<file path="config.mk">
export PLATFORM = sky130hd
export DESIGN_NAME = prss_divider
export DESIGN_NICKNAME = d
export VERILOG_FILES = /design/src/rtl/prss_pkg.sv /design/src/rtl/prss_divider.sv
export SDC_FILE = /design/constraint.sdc
export NUM_CORES = 1
export LEC_CHECK = 0
export BUFFER_PORTS_ARGS = -buffer_cell sky130_fd_sc_hd__buf_4
export CAP_MARGIN = 10
export CORE_ASPECT_RATIO = 1.1
export CORE_UTILIZATION = 45
export CTS_BUF_LIST = sky130_fd_sc_hd__clkbuf_8
export DETAILED_ROUTE_END_ITERATION = 10
export GPL_TIMING_DRIVEN = 1
export PLACE_DENSITY_LB_ADDON = 0.15
export SLEW_MARGIN = 10
export SYNTH_ARGS = -nofsm -noshare
export SYNTH_HDL_FRONTEND = slang
export SYNTH_SLANG_ARGS = --single-unit
</file>
<file path="constraint.sdc">
create_clock -name i_clk -period 3 [get_ports i_clk]
set_input_delay 0.6 -clock i_clk [delete_from_list [all_inputs] [get_ports i_clk]]
set_output_delay 0.6 -clock i_clk [all_outputs]
set_load 0.05 [all_outputs]
</file>
<file path="src/rtl/prss_pkg.sv">
// Shared types, codes and constants of the rotation sync and scan core.
package prss_pkg;

    localparam int unsigned SLICES_DEF       = 128;
    localparam int unsigned LEDS_PER_ARM_DEF = 64;
    localparam int unsigned GAMMA_DEPTH      = 256;

    localparam int unsigned DIV_NUM_W = 48;
    localparam int unsigned DIV_DEN_W = 32;

    localparam logic [DIV_NUM_W-1:0] RPM_NUMERATOR = 48'd60000000;

    localparam logic [15:0] ARM_B_OFFSET_RST = 16'd32768;
    localparam logic [19:0] MIN_EDGE_RST     = 20'd4000;
    localparam logic [15:0] MIN_RPM_RST      = 16'd200;

    typedef enum logic [2:0] {
        OP_HALL_EDGE   = 3'd0,
        OP_RENDER      = 3'd1,
        OP_WRITE_IMAGE = 3'd2,
        OP_WRITE_GAMMA = 3'd3,
        OP_IMAGE_DONE  = 3'd4
    } t_opcode;

    typedef enum logic [1:0] {
        REG_ARM_B_OFFSET = 2'd0,
        REG_MIN_EDGE     = 2'd1,
        REG_MIN_RPM      = 2'd2
    } t_reg_idx;

    typedef struct packed {
        logic        img_we;
        logic        gam_we;
        logic [14:0] addr;
        logic [7:0]  data;
    } t_mem_wr;

    typedef struct packed {
        logic [7:0] red;
        logic [7:0] green;
        logic [7:0] blue;
    } t_rgb;

endpackage

</file>
<file path="src/rtl/prss_divider.sv">
// Shared restoring divider, one quotient bit per cycle.
module prss_divider (
    input  logic                                i_clk,
    input  logic                                i_rst_n,
    input  logic                                i_start,
    input  logic [prss_pkg::DIV_NUM_W-1:0]      i_dividend,
    input  logic [prss_pkg::DIV_DEN_W-1:0]      i_divisor,
    output logic                                o_done,
    output logic [prss_pkg::DIV_NUM_W-1:0]      o_quotient
);

    localparam int unsigned NW = prss_pkg::DIV_NUM_W;
    localparam int unsigned DW = prss_pkg::DIV_DEN_W;
    localparam int unsigned CW = $clog2(NW);

    logic          r_busy;
    logic          r_done;
    logic [CW-1:0] r_cnt;
    logic [DW-1:0] r_rem;
    logic [DW-1:0] r_den;
    logic [NW-1:0] r_num;

    logic [DW:0]   trial;
    logic [DW:0]   diff;
    logic          take;
    logic [DW-1:0] n_rem;

    always_comb begin
        trial = {r_rem, r_num[NW-1]};
        diff  = trial - {1'b0, r_den};
        take  = (trial >= {1'b0, r_den});
        n_rem = take ? diff[DW-1:0] : trial[DW-1:0];
    end

    always_ff @(posedge i_clk) begin
        if (!i_rst_n) begin
            r_busy <= 1'b0;
            r_done <= 1'b0;
            r_cnt  <= '0;
        end else begin
            r_done <= 1'b0;
            if (i_start) begin
                r_busy <= 1'b1;
                r_cnt  <= '0;
            end else if (r_busy) begin
                r_cnt <= r_cnt + 1'b1;
                if (r_cnt == CW'(NW - 1)) begin
                    r_busy <= 1'b0;
                    r_done <= 1'b1;
                end
            end
        end
    end

    // The dividend shifts out at the top while quotient bits shift in below.
    always_ff @(posedge i_clk) begin
        if (i_start) begin
            r_num <= i_dividend;
            r_den <= i_divisor;
            r_rem <= '0;
        end else if (r_busy) begin
            r_num <= {r_num[NW-2:0], take};
            r_rem <= n_rem;
        end
    end

    assign o_done     = r_done;
    assign o_quotient = r_num;

endmodule

</file>
== Yosys cells after proc, flatten, opt, wreduce, memory -nomap -nowiden ==
Cells that the tools add are included.

* Bitwise operators: 2
* Reduce and logical (&&, ||, !) cells: 3
* $add $sub $neg: 2
* Order comparisons: 1
* Eq/ne operators: 1
* Multiplexer cells: 7

{| class="wikitable"
|+ Operators with widths
! operator !! count
|-
| two-way mux 48 bit || 2
|-
| >= comparator 33 x 32 -> 1 bit || 1
|-
| two-way mux 32 bit || 1
|-
| subtractor 32 bit || 1
|-
| adder 6 x 1 -> 6 bit, second input constant || 1
|-
| equality test 6 bit, second input constant || 1
|-
| two-way mux 1 bit || 4
|-
| OR reduction 3 bit || 1
|-
| inverter 1 bit || 2
|-
| nonzero test 2 bit || 1
|-
| OR reduction 2 bit || 1
|}

* Input bits: 83
* Logic and storage cells: 22
* Bits in registers: 120

== Logic depth before layout (Yosys ltp) ==
* Depth in word-level cells: 4
* Gate-level depth with buffers: 12
* Depth with buffers taken out: 11

== Worst setup path after synthesis ==
Ideal clock, no wire load.

* Kind: register to register
* Start: register r_num[47] (netlist: o_quotient[47])
* End: register r_rem[30]
* Slack: -0.072 ns
* Library setup time: 0.087 ns
* Cell stages (with the launch flop): 12
* Data arrival time: 2.985 ns
* Cells stage by stage: edfxtp_1 inv_1 ha_1 fa_1 nand2b_1 a21oi_1 nor2_1 o22ai_1 a311oi_2 a211oi_2 mux2_1 o31ai_1

* Word-level cells in the longest chain between the ends: 2
* Elaborated cells between the ends (all ways): 3

{| class="wikitable"
|+ RTL lines
! what !! line !! text
|-
| start: declaration || prss_divider.sv:21 || <nowiki>logic [NW-1:0] r_num;</nowiki>
|-
| start signal: assignment || prss_divider.sv:58 || <nowiki>r_num <= i_dividend;</nowiki>
|-
| start signal: assignment || prss_divider.sv:62 || <nowiki>r_num <= {r_num[NW-2:0], take};</nowiki>
|-
| subtractor 32 bit / >= comparator 33 x 32 -> 1 bit (equally long branches) || prss_divider.sv:30, prss_divider.sv:31 ||
|-
| two-way mux 32 bit * || prss_divider.sv:32 || <nowiki>n_rem = take ? diff[DW-1:0] : trial[DW-1:0];</nowiki>
|-
| end signal: assignment || prss_divider.sv:63 || <nowiki>r_rem <= n_rem;</nowiki>
|-
| end: declaration || prss_divider.sv:19 || <nowiki>logic [DW-1:0] r_rem;</nowiki>
|}

Every way passes the cells marked *; elsewhere a longest branch is shown, timed or not.
A chain may end at the register's enable or synchronous reset.

== Final worst setup path ==
* Start: register r_rem[25]
* End: register r_rem[9]

* Word-level cells in the longest chain between the ends: 2

{| class="wikitable"
|+ RTL lines
! what !! line !! text
|-
| >= comparator 33 x 32 -> 1 bit || prss_divider.sv:31 || <nowiki>take = (trial >= {1'b0, r_den});</nowiki>
|-
| two-way mux 32 bit || prss_divider.sv:32 ||
|}

No other way between the ends.

==> impl_metrics.ini <==
[sta]
finalHoldViolCount = 0
fmax_mhz = 349
maxSlewHeadroom = 0.549
fin_crit_ps = 2860
clock_skew_ps = 10.2
worst_pin_slew_ps = 672
post-route-period-util = 0.954
setup_viol = 0
holdWs_ps = 314
drv_slew = 0

[global_routing]
grt_pass1_vias = 5826
grt_overflow = 0
grt_pass1_wl_mm = 28.6
grtUsageTotal = 0.227
grt_max_degree = 65
antenna_found_initial = 0

[route]
via_per_inst = 5.61
dr.pass1.iters = 5
drt_wl_total_mm = 17.3
drc_errors = 0
vias = 5663
first_iter_violations = 339
drtAntennaViolNets = 0
wire_per_inst_um = 17.1

[synthesis]
syn_inst = 663
syn_nets = 780
synth-compound-area-share = 0.168
synthXorXnorAreaFrac = 0.0344
avgSynthCellArea_um2 = 10.4
yosysMostFrequentCell = edfxtp_1
ys_ff_latch = 120
synth_edf_count = 80
synth.area.mux_share = 0.0847
synth_ff_type = edfxtp_1
synth.top_cell.area_share = 0.350
synth_fa_ha_area_frac = 0.0630
synth_area_leaders = edfxtp_1 (35%), dfxtp_1 (12%), mux2_2 (7.9%)
ys_seq_area_frac = 0.466
syn_area_um2 = 6870
synth_top_family_by_area = compound AO/OA/AOI/OAI gates
ys.warnings.count = 0
yosys.area_share.simple = 0.136
synth_top_cell_by_area = edfxtp_1
yosys-top-cells-count = edfxtp_1 (80), nor2_1 (60), mux2_2 (48)
ys_async_sr_fraction = 0
synth_cell_types = 65

[setup_path]
worstSetupStartpoint = r_rem[25]
worst_ep_arrival_time_ps = 3220
cp_max_fo = 11
critPathLaunchType = flop
reg2reg_depth = 10
r2r_start = r_rem[25]
worstSetupEndpointType = flop
critPathRequiredTime_ps = 3360
critPathKind = flop to flop

[job]
maxCapViolations = 0

[pwr]
power_switching_mw = 1.57
switching_share = 0.317
ir_worst_vdd_mv = 0.337
p_clk_frac = 0.343
cellPowerDensity_nw_per_um2 = 576
intPower_mw = 3.38
seqPwrFrac = 0.405
power_frac_comb = 0.253
total_power_mw = 4.95
cellLeakagePower_nw = 3.60

[worst_hold_path]
min_path_type = input port to flop
hold_start = i_divisor[0]
holdPathStages = 1

[placed_design]
hpwl_mm = 12.4
io_buffers = 131
gp_congestion = 0.930

[floorplanning]
die_width_um = 120
die_h_um = 132
fp.coreArea_um2 = 15000
start_util = 0.458
rows = 47
dieArea_um2 = 15800
io_pins = 132

[layout]
multiInputGateArea_um2 = 3360
antenna_cells_inserted = 0
seqCellArea_um2 = 3200
nNetsFinal = 917
synthToLayoutAreaGrowth_pct = 24.9
drive_gt1_frac = 0.308
nFillCells = 1317

[clock_tree]
cts_sinks = 120
cts_tree = built
clockBufferDepth = 2
path_clk_slew_ps = 80
cts-buffers-inserted = 17
htree_levels = 4
clk_latency_ps = 460
cts-root-buf = clkbuf_8

[outcome]
status = finished, final reports clean
==> cells by family (layout without fill, tap and decap cells) <==
kind of cell               count (synthesis)  count (layout)
buffers and inverters                     76             226
xor gates and xnor gates                  27              27
AOI/OAI and AO/OA                        162             162
muxes                                     52              52
adders and majority gates                 34              34
and+or+nand+nor                          192             192
DFF                                      120             120
==> cells in the final DEF (no fill, tap or decap), types with 9 or more instances in the layout <==
master,instances
a311oi_1,23
ha_1,32
inv_1,43
dfxtp_1,40
nand3_1,36
a21oi_1,34
edfxtp_1,80
buf_4,149
o31ai_1,9
clkbuf_8,19
o21ai_1,20
o21ai_0,13
a21o_1,15
nand2_1,36
xnor2_1,16
nor3_1,16
mux2_2,48
nor2_1,59
xor2_1,11
==> sequential cells by signal, summed over array words and instances (netlist names) <==
register / flops
r_cnt: 6
o_quotient: 48
r_rem: 32
o_done: 1
r_den: 32
r_busy: 1
==> worst paths after layout <==
| kind | to | slack, ps |
|---|---|---|
| worst max-delay path | r_rem[9] | 140 |
| worst min-delay path | r_den[0] | 310 |
| worst max register to register | r_rem[9] | 140 |
| worst min register to register | r_rem[6] | 510 |
==> worst max-delay path, cell delays in order (launching register included) <==
cell and delay (ps):
dfxtp_1 350, ha_1 420, a21o_1 220, a21oi_1 150
nor2_1 70, o31ai_1 330, nand3_1 260, o21ai_4 340
buf_4 260, nand3_1 90, a311oi_1 280
==> per-layer routing <==
| metal | wire length [µm] | up-vias | track usage |
|---|---|---|---|
| met2 | 8270 | 187 | 0.373 |
| met4 | 406 | 0 | 0.0840 |
| met3 | 1110 | 33 | 0.0655 |
| met5 | 0 | - | 0 |
| met1 | 7500 | 2689 | 0.281 |
| li1 | - | 2754 | - |
==> per-stage QoR <==
stage	util	instance area [µm²]	cells	setup slack, ps	TNS, ps
floorplan	-	6880	663	15.9	0
global placement	0.540	8100	975	186	0
detailed placement	0.540	8100	975	130	0
CTS	0.571	8560	1007	121	0
global route	0.572	8580	1009	-13.6	-13.6
finish	0.572	8580	1009	138	0
==> power by group through the flow <==
stage | Combinational, mW | Sequential, mW | Clock (mW)
global placement | 1.23 | 2.03 | 0
finish | 1.25 | 2.00 | 1.69
detailed placement | 1.24 | 2.03 | 0
floorplan | 0.632 | 2.26 | 0
global route | 1.35 | 2.02 | 1.78
CTS | 1.24 | 2.00 | 1.72
==> what timing repair did <==
item / 4_1_cts / 5_1_grt
setup endpoints to repair: 0 / 7
hold buffers: 0 / 0
hold endpoints to repair: 0 / 0
setup buffers: 0 / 2
gates resized for setup: 0 / 2
==> cell type report <==
class                      count  share of cell area
multi-input combinational    467               0.391
sequential                   120               0.373
timing repair buffer         151               0.135
clock buffer                  19              0.0305
tap                          196              0.0286
clock inverter                13              0.0226
inverter                      43              0.0188
(Power assumes the default switching activity.)
